$ cat src/rtl/assert_macros.svh
// Assertion macros shared by the sorted timer queue RTL.
// Compiled to nothing when SYNTH is defined.
`ifndef ASSERT_MACROS_SVH
`define ASSERT_MACROS_SVH

`ifndef SYNTH
`define STQ_ASSERT(lbl, clk, rstn, prop) \
    lbl: assert property (@(posedge clk) disable iff (!rstn) prop) \
        else $error("assertion failed");
`define STQ_ASSERT_IMP(lbl, clk, rstn, ante, cons) \
    lbl: assert property (@(posedge clk) disable iff (!rstn) (ante) |-> (cons)) \
        else $error("assertion failed");
`else
`define STQ_ASSERT(lbl, clk, rstn, prop)
`define STQ_ASSERT_IMP(lbl, clk, rstn, ante, cons)
`endif

`endif

$ cat src/rtl/stq_pkg.sv
// Types and constants for the sorted timer queue.
// No dependencies; used by stq_cell and sorted_timer_queue_top.
`timescale 1ns / 1ps
`default_nettype none

package stq_pkg;

    localparam int TIME_W   = 32;
    localparam int ID_FIELD = 8;

    localparam logic [1:0] ACT_INSERT  = 2'd0;
    localparam logic [1:0] ACT_RESCHED = 2'd1;
    localparam logic [1:0] ACT_DELETE  = 2'd2;
    localparam logic [1:0] ACT_TICK    = 2'd3;

    localparam logic [1:0] STAT_OK       = 2'd0;
    localparam logic [1:0] STAT_FULL     = 2'd1;
    localparam logic [1:0] STAT_NOTFOUND = 2'd2;
    localparam logic [1:0] STAT_EXPIRED  = 2'd3;

    typedef struct packed {
        logic remove;
        logic pop;
        logic place;
    } cell_cmd_t;

endpackage

`default_nettype wire

$ cat src/rtl/stq_cell.sv
// One slot of the sorted timer chain: holds an id and an expiry time.
// Shifts toward the head on remove and pop, away from it on place. Uses stq_pkg.
`timescale 1ns / 1ps
`default_nettype none

module stq_cell #(
    parameter int ID_W = 8
) (
    input  wire                          aclk,
    input  stq_pkg::cell_cmd_t           cmd,
    input  wire                          occ,
    input  wire [ID_W-1:0]               key_id,
    input  wire [stq_pkg::TIME_W-1:0]    key_time,
    input  wire [ID_W-1:0]               prev_id,
    input  wire [stq_pkg::TIME_W-1:0]    prev_time,
    input  wire                          prev_le,
    input  wire [ID_W-1:0]               next_id,
    input  wire [stq_pkg::TIME_W-1:0]    next_time,
    input  wire                          match_in,
    output logic [ID_W-1:0]              id_q,
    output logic [stq_pkg::TIME_W-1:0]   time_q,
    output logic                         le_out,
    output logic                         match_out
);

    logic [ID_W-1:0]            id_reg, id_next;
    logic [stq_pkg::TIME_W-1:0] time_reg, time_next;

    assign id_q      = id_reg;
    assign time_q    = time_reg;
    assign le_out    = occ && (time_reg <= key_time);
    assign match_out = match_in || (occ && (id_reg == key_id));

    always_comb begin
        id_next   = id_reg;
        time_next = time_reg;
        if (cmd.pop || (cmd.remove && match_out)) begin
            id_next   = next_id;
            time_next = next_time;
        end else if (cmd.place && !le_out) begin
            if (prev_le) begin
                id_next   = key_id;
                time_next = key_time;
            end else begin
                id_next   = prev_id;
                time_next = prev_time;
            end
        end
    end

    always_ff @(posedge aclk) begin
        id_reg   <= id_next;
        time_reg <= time_next;
    end

endmodule

`default_nettype wire

$ cat src/rtl/sorted_timer_queue_top.sv
// Sorted timer queue: a chain of DEPTH timer cells kept in expiry order, with its controller.
// Depends on stq_pkg, stq_cell and assert_macros.svh.
//
// Holds up to DEPTH timers sorted by expiry; equal expiries leave first-in first-out.
// One action is taken at a time. A delete or a failed action passes the find and emit
// states after its transfer, an insert or reschedule the find, place and emit states
// (find locates the id and closes the gap, place opens a slot and shifts the tail of the
// chain). A tick pops expired timers from the head, one per cycle while the result is
// taken, the chain moving by one cell per pop; a tick with nothing expired gives no
// result and frees the input again. A stalled result stalls the chain. There is no
// clearing pass after reset.
`timescale 1ns / 1ps
`default_nettype none
`include "assert_macros.svh"

module sorted_timer_queue_top #(
    parameter int DEPTH    = 16,
    parameter int ID_WIDTH = 8
) (
    input  wire         aclk,
    input  wire         aresetn,
    input  wire         s_tvalid,
    output logic        s_tready,
    input  wire  [71:0] s_tdata,   // timer_id[7:0], expire_time[39:8], current_time[71:40]
    input  wire  [1:0]  s_tuser,   // action[1:0]
    output logic        m_tvalid,
    input  wire         m_tready,
    output logic [39:0] m_tdata,   // expired_id[7:0], expired_time[39:8]
    output logic [1:0]  m_tuser,   // status[1:0]
    output logic        m_tlast
);

    localparam int IdW  = (ID_WIDTH < stq_pkg::ID_FIELD) ? ID_WIDTH : stq_pkg::ID_FIELD;
    localparam int CntW = $clog2(DEPTH + 1);
    localparam int TW   = stq_pkg::TIME_W;

    localparam logic [2:0] S_IDLE  = 3'd0;
    localparam logic [2:0] S_FIND  = 3'd1;
    localparam logic [2:0] S_PLACE = 3'd2;
    localparam logic [2:0] S_EMIT  = 3'd3;
    localparam logic [2:0] S_TICK  = 3'd4;

    logic [2:0]      state_reg, state_next;
    logic [CntW-1:0] count_reg, count_next;
    logic [1:0]      act_reg;
    logic [IdW-1:0]  id_reg;
    logic [TW-1:0]   exp_reg, now_reg;
    logic [1:0]      stat_reg, stat_next;

    logic            m_valid_reg, m_valid_next;
    logic [1:0]      m_stat_reg, m_stat_next;
    logic [IdW-1:0]  m_id_reg, m_id_next;
    logic [TW-1:0]   m_time_reg, m_time_next;
    logic            m_last_reg, m_last_next;

    logic [IdW-1:0]  cell_id   [DEPTH];
    logic [TW-1:0]   cell_time [DEPTH];
    logic            cell_le   [DEPTH];
    logic            cell_match[DEPTH];

    stq_pkg::cell_cmd_t cmd;
    logic in_xfer, out_free, out_load, found, full, head_exp, next_exp, pop_en;

    assign in_xfer  = s_tvalid && s_tready;
    assign s_tready = (state_reg == S_IDLE);
    assign out_free = !m_valid_reg || m_tready;
    assign found    = cell_match[DEPTH-1];
    assign full     = (count_reg == CntW'(DEPTH));
    assign head_exp = (count_reg != '0) && (cell_time[0] <= now_reg);
    assign next_exp = (count_reg > CntW'(1)) && (cell_time[1] <= now_reg);
    assign pop_en   = (state_reg == S_TICK) && head_exp && out_free;

    genvar i;
    generate
        for (i = 0; i < DEPTH; i++) begin : g_cell
            logic [IdW-1:0] p_id, n_id;
            logic [TW-1:0]  p_time, n_time;
            logic           p_le, m_in;
            if (i == 0) begin : g_head
                assign p_id   = id_reg;
                assign p_time = exp_reg;
                assign p_le   = 1'b1;
                assign m_in   = 1'b0;
            end else begin : g_body
                assign p_id   = cell_id[i-1];
                assign p_time = cell_time[i-1];
                assign p_le   = cell_le[i-1];
                assign m_in   = cell_match[i-1];
            end
            if (i == DEPTH - 1) begin : g_tail
                assign n_id   = cell_id[i];
                assign n_time = cell_time[i];
            end else begin : g_inner
                assign n_id   = cell_id[i+1];
                assign n_time = cell_time[i+1];
            end
            stq_cell #(.ID_W(IdW)) u_cell (
                .aclk      (aclk),
                .cmd       (cmd),
                .occ       (count_reg > CntW'(i)),
                .key_id    (id_reg),
                .key_time  (exp_reg),
                .prev_id   (p_id),
                .prev_time (p_time),
                .prev_le   (p_le),
                .next_id   (n_id),
                .next_time (n_time),
                .match_in  (m_in),
                .id_q      (cell_id[i]),
                .time_q    (cell_time[i]),
                .le_out    (cell_le[i]),
                .match_out (cell_match[i])
            );
        end
    endgenerate

    always_comb begin
        state_next   = state_reg;
        count_next   = count_reg;
        stat_next    = stat_reg;
        cmd          = '0;
        out_load     = 1'b0;
        m_stat_next  = m_stat_reg;
        m_id_next    = m_id_reg;
        m_time_next  = m_time_reg;
        m_last_next  = m_last_reg;
        case (state_reg)
            S_IDLE: begin
                if (in_xfer) begin
                    state_next = (s_tuser == stq_pkg::ACT_TICK) ? S_TICK : S_FIND;
                end
            end
            S_FIND: begin
                cmd.remove = found;
                if (found) begin
                    count_next = count_reg - CntW'(1);
                end
                stat_next = stq_pkg::STAT_OK;
                case (act_reg)
                    stq_pkg::ACT_INSERT: begin
                        if (found || !full) begin
                            state_next = S_PLACE;
                        end else begin
                            stat_next  = stq_pkg::STAT_FULL;
                            state_next = S_EMIT;
                        end
                    end
                    stq_pkg::ACT_RESCHED: begin
                        if (found) begin
                            state_next = S_PLACE;
                        end else begin
                            stat_next  = stq_pkg::STAT_NOTFOUND;
                            state_next = S_EMIT;
                        end
                    end
                    default: begin
                        if (!found) begin
                            stat_next = stq_pkg::STAT_NOTFOUND;
                        end
                        state_next = S_EMIT;
                    end
                endcase
            end
            S_PLACE: begin
                cmd.place  = 1'b1;
                count_next = count_reg + CntW'(1);
                state_next = S_EMIT;
            end
            S_EMIT: begin
                if (out_free) begin
                    out_load    = 1'b1;
                    m_stat_next = stat_reg;
                    m_id_next   = id_reg;
                    m_time_next = '0;
                    m_last_next = 1'b1;
                    state_next  = S_IDLE;
                end
            end
            S_TICK: begin
                if (!head_exp) begin
                    state_next = S_IDLE;
                end else if (out_free) begin
                    cmd.pop     = 1'b1;
                    count_next  = count_reg - CntW'(1);
                    out_load    = 1'b1;
                    m_stat_next = stq_pkg::STAT_EXPIRED;
                    m_id_next   = cell_id[0];
                    m_time_next = cell_time[0];
                    m_last_next = !next_exp;
                    if (!next_exp) begin
                        state_next = S_IDLE;
                    end
                end
            end
            default: begin
                state_next = S_IDLE;
            end
        endcase
        if (out_load) begin
            m_valid_next = 1'b1;
        end else if (m_tready) begin
            m_valid_next = 1'b0;
        end else begin
            m_valid_next = m_valid_reg;
        end
    end

    always_ff @(posedge aclk) begin
        if (!aresetn) begin
            state_reg   <= S_IDLE;
            count_reg   <= '0;
            m_valid_reg <= 1'b0;
        end else begin
            state_reg   <= state_next;
            count_reg   <= count_next;
            m_valid_reg <= m_valid_next;
        end
        stat_reg   <= stat_next;
        m_stat_reg <= m_stat_next;
        m_id_reg   <= m_id_next;
        m_time_reg <= m_time_next;
        m_last_reg <= m_last_next;
        if (in_xfer) begin
            act_reg <= s_tuser;
            id_reg  <= s_tdata[IdW-1:0];
            exp_reg <= s_tdata[39:8];
            now_reg <= s_tdata[71:40];
        end
    end

    assign m_tvalid = m_valid_reg;
    assign m_tuser  = m_stat_reg;
    assign m_tlast  = m_last_reg;
    assign m_tdata  = {m_time_reg, stq_pkg::ID_FIELD'(m_id_reg)};

    `STQ_ASSERT(a_count_bound, aclk, aresetn, (count_reg <= CntW'(DEPTH)))
    `STQ_ASSERT_IMP(a_place_room, aclk, aresetn, (state_reg == S_PLACE), (!full))
    `STQ_ASSERT(a_pop_count, aclk, aresetn, (pop_en |=> (count_reg == $past(count_reg) - CntW'(1))))
    `STQ_ASSERT_IMP(a_pop_emits, aclk, aresetn, pop_en, (out_load && (m_stat_next == stq_pkg::STAT_EXPIRED)))

endmodule

`default_nettype wire

$ cat config.mk
export PLATFORM = sky130hd
export DESIGN_NAME = sorted_timer_queue_top
export DESIGN_NICKNAME = d
export VERILOG_FILES = /design/src/rtl/stq_pkg.sv /design/src/rtl/stq_cell.sv /design/src/rtl/sorted_timer_queue_top.sv
export VERILOG_INCLUDE_DIRS = /design/src /design/src/rtl
export SDC_FILE = /design/constraint.sdc
export NUM_CORES = 2
export LEC_CHECK = 0
export ABC_AREA = 1
export BUFFER_PORTS_ARGS = -buffer_cell sky130_fd_sc_hd__clkbuf_2
export CORE_UTILIZATION = 40
export DETAILED_ROUTE_END_ITERATION = 8
export PLACE_DENSITY = 0.6
export RECOVER_POWER = 50
export SYNTH_ARGS = -nofsm -noshare
export SYNTH_HDL_FRONTEND = slang
export SYNTH_SLANG_ARGS = --single-unit
$ cat constraint.sdc
create_clock -name aclk -period 5.34 [get_ports aclk]
set_input_delay 1.068 -clock aclk [delete_from_list [all_inputs] [get_ports aclk]]
set_output_delay 1.068 -clock aclk [all_outputs]
set_load 0.01 [all_outputs]
==> summary.md <==
| Metric | Value |
|---|---|
| Post-synthesis cell count | `5953` |
| Wire per inst | `21.6 um` |
| Crit share post-route | `between 90% and 100%` |
| Ys async rst share | `0%` |
| CP required | `around 5.7 ns` |
| HPWL after DPL | `127 mm` |
| RSZ-0062 raised after global routing | `false` |
| Final hold slack | `~0.53 ns` |
| #FFs+latches synth | `768` |
| Synth warn | `0` |
| Largest net degree at the start of global routing | `just over 80` |
| Failing checks | `max-capacitance violations, max-slew violations` |
| Vias in the first global route | `approximately 43000` |
| Cell Area, Synth | `a little over 50000 sq um` |
| Root Buffer Master | `clkbuf_16` |
| Port buffer count | `~120` |
| Initial DRC count | `around 4400` |
| CP endpoint kind | `flip-flop` |
| Max H-tree Level | `3` |
| First-pass GRT wire length | `between 200 and 300 mm` |
| Setup-failing EPs final | `0` |
| Row cnt | `130` |
| Via count | `around 44000` |
| Post-CTS setup buffers | `0` |
| Worst Hold Class | `flip-flop to flip-flop` |
| CTS resizes | `0` |
| Clock latency at the later pin of the worst-skew pair | `around 0.70 ns` |
| Area Overhead vs Synth | `12.9%` |
| Sw power | `15200 uW` |
| Worst-path clk slew | `approximately 0.060 ns` |
| Crit path cell chain | `inv_1 > clkbuf_1 > ha_1 > nand4_1 > or3_1 > nor4_1 > clkbuf_1 > o21ai_0 > nand4_1 > nand2_1 > nand2_1 > clkbuf_4 > o21ai_0` |
| Worst Max-Slew Pin Slew | `around 2.8 ns` |
| Seq/Total Area, Yosys | `44.9%` |
| Largest stage delay, worst path | `around 0.73 ns` |
| Synth unique cells | `56` |
| Arr. time, crit path | `between 5 and 6 ns` |
| DR vias/cell | `5.68` |
| Share of layout cells above drive strength 1 | `7.66%` |
| Power Density | `a little over 600 nW/um^2` |
| Startpoint Class | `flip-flop` |
| Max reg flops | `between 500 and 600` |
| Switch share | `42.8%` |
| Clk sinks | `about 770` |
| Sequential Power Share | `approximately 36%` |
| Total CTS buffers | `89` |
| Clock Tree Buf Depth | `3` |
| Int Power | `between 20000 and 25000 uW` |
| Initial antenna violation count | `1` |
| Min setup slack post-route | `roughly 0.32 ns` |
| CP max stage cell | `clkbuf_4` |
| Antenna Nets Post-Route | `0` |
| Die X | `between 300 and 400 um` |
| TNS Setup | `0 ns` |
| DP Worst Slack | `around 0.67 ns` |
| Total power | `~35000 uW` |
| Slew headroom | `-85.8%` |
| Remaining DRCs | `0` |
| Clock share of power | `between 10% and 20%` |
| Status | `finished, violations left` |
| Die Ht | `approximately 360 um` |
| Number of synthesized flops with an enable pin | `759` |
| Mean Syn Cell Area | `~8.6 sq um` |
| Max-slew violation count | `122` |
| Hold Fails Final Rpt | `0` |
| CTS tree | `yes` |
| Leakage | `0.0235 uW` |
| Min cycle time layout | `about 5.0 ns` |
| Peak Freq | `about 0.2 GHz` |
| Synthesized Nets | `6613` |
| All-layer global routing usage | `25.4%` |
| Ports | `around 120` |
| Core Box Area | `approximately 130000 sq um` |
| WS Path Type | `flip-flop to flip-flop` |
| Max cap viols | `4` |
| Layout net count | `slightly below 7000` |
| Worst ir drop on vdd | `about 0.6 mV` |
| Primary FF master, synth | `edfxtp_1` |
| Total grt overflow | `0` |
| Initial Utilization | `40.5%` |
| Post-layout util | `between 40% and 50%` |
| Routability cong. | `between 0.9 and 1` |
| Max Fanout on Critical Path | `80` |
| Logic pwr share | `44.2%` |
| Die Area | `between 100000 and 150000 sq um` |
| Diodes inserted | `0` |
| Final wirelength | `about 170 mm` |
| CTS Hold Buffers Added | `0` |
| First-pass DRT Iterations | `8` |
| Clk_skew | `0.0273 ns` |
==> kinds of logic after synthesis <==
group,share of synthesized area (%)
flops,44.9
buf+inv,4.92
simple gates,18.6
fa+ha+maj,14.2
xor+xnor,1.81
compound gates,15.6
==> critical path: cells and delay by family (launching register included) <==
kind / cells / cell delay, ns
fa+ha+maj: 1 / 0.29
flops: 1 / 0.51
simple gates: 6 / 1.50
compound gates: 2 / 0.43
buf+inv: 4 / 1.92
==> layout make-up <==
cell class	instances	area, sq um
repair buffers	341	2530
clock inverters	57	880
fillers	12200	68600
inverters	310	1170
well taps	1650	2060
multi-input cells	4554	25800
clock buffers	107	2380
flip-flops and latches	768	23000
==> cell usage after synthesis, types with 4 or more instances <==
| cell type | count | share of area, % |
|---|---|---|
| nand2_1 | 1557 | 11 |
| edfxtp_1 | 759 | 45 |
| o21ai_0 | 708 | 6.9 |
| ha_1 | 582 | 14 |
| a21oi_1 | 463 | 4.5 |
| nor2_1 | 432 | 3.2 |
| inv_1 | 301 | 2.2 |
| clkbuf_1 | 229 | 1.7 |
| nand3_1 | 190 | 1.9 |
| o21ai_1 | 186 | 1.8 |
| buf_2 | 79 | 0.77 |
| nand4_1 | 78 | 0.95 |
| xor2_1 | 61 | 1.0 |
| a31oi_1 | 54 | 0.66 |
| xnor2_1 | 45 | 0.77 |
| o211ai_1 | 29 | 0.43 |
| nor4_1 | 26 | 0.32 |
| a211oi_1 | 23 | 0.34 |
| nor3_1 | 22 | 0.22 |
| o21a_1 | 14 | 0.21 |
| dfxtp_1 | 9 | 0.35 |
| o2111ai_1 | 9 | 0.15 |
| or2_2 | 9 | 0.11 |
| buf_4 | 8 | 0.12 |
| o221ai_1 | 8 | 0.14 |
| a2111oi_0 | 6 | 0.10 |
| inv_2 | 6 | 0.044 |
| nor4b_1 | 6 | 0.10 |
| a31o_2 | 5 | 0.086 |
| nand2_2 | 4 | 0.049 |
| nand3_2 | 4 | 0.078 |
==> layout by cell type, fill, tap and decap left out, drive strengths merged, types with 22 or more instances in the layout <==
| master | instances |
|---|---|
| nor4 | 26 |
| ha | 582 |
| nand4 | 80 |
| nand2 | 1561 |
| o21ai | 894 |
| buf | 197 |
| o211ai | 29 |
| clkbuf | 251 |
| inv | 308 |
| bufinv | 23 |
| edfxtp | 759 |
| nor2 | 435 |
| xor2 | 61 |
| a31oi | 54 |
| xnor2 | 45 |
| nor3 | 22 |
| a211oi | 23 |
| a21oi | 465 |
| clkinv | 32 |
| nand3 | 194 |
==> metal layers <==
layer	global-route usage (%)	up-vias	routed length, um
met3	3.02	344	10200
met4	10.6	0	6980
met2	43.2	1566	81500
met1	32.5	21100	69500
met5	0	-	0
li1	-	21100	-
==> path summary, 6_finish.rpt <==
path	from	to	slack, ns	cells past startpoint
max	exp_reg[31]	g_cell[15].u_cell.time_q[23]	0.32	13
min	state_reg[2]	state_reg[2]	0.53	2
max reg2reg	exp_reg[31]	g_cell[15].u_cell.time_q[23]	0.32	13
min reg2reg	state_reg[2]	state_reg[2]	0.53	2
==> through the flow <==
| step | instances | cell area (sq um) |
|---|---|---|
| 2_1_floorplan | 5953 | 51200 |
| 3_3_place_gp | 7623 | 54900 |
| 3_5_place_dp | 7623 | 54900 |
| 4_1_cts | 7787 | 58100 |
| 5_1_grt | 7787 | 57800 |
| 6_report | 7787 | 57800 |
==> power by group through the flow <==
stage	registers [uW]	logic (uW)	clock network [uW]
after floorplan	11900	10600	0
after global placement	12900	15100	0
after detailed placement	12800	15600	0
after CTS	12800	15700	7080
after global routing	13000	17700	7310
final	12800	15700	6990
Power figures use the tool's default switching activity.
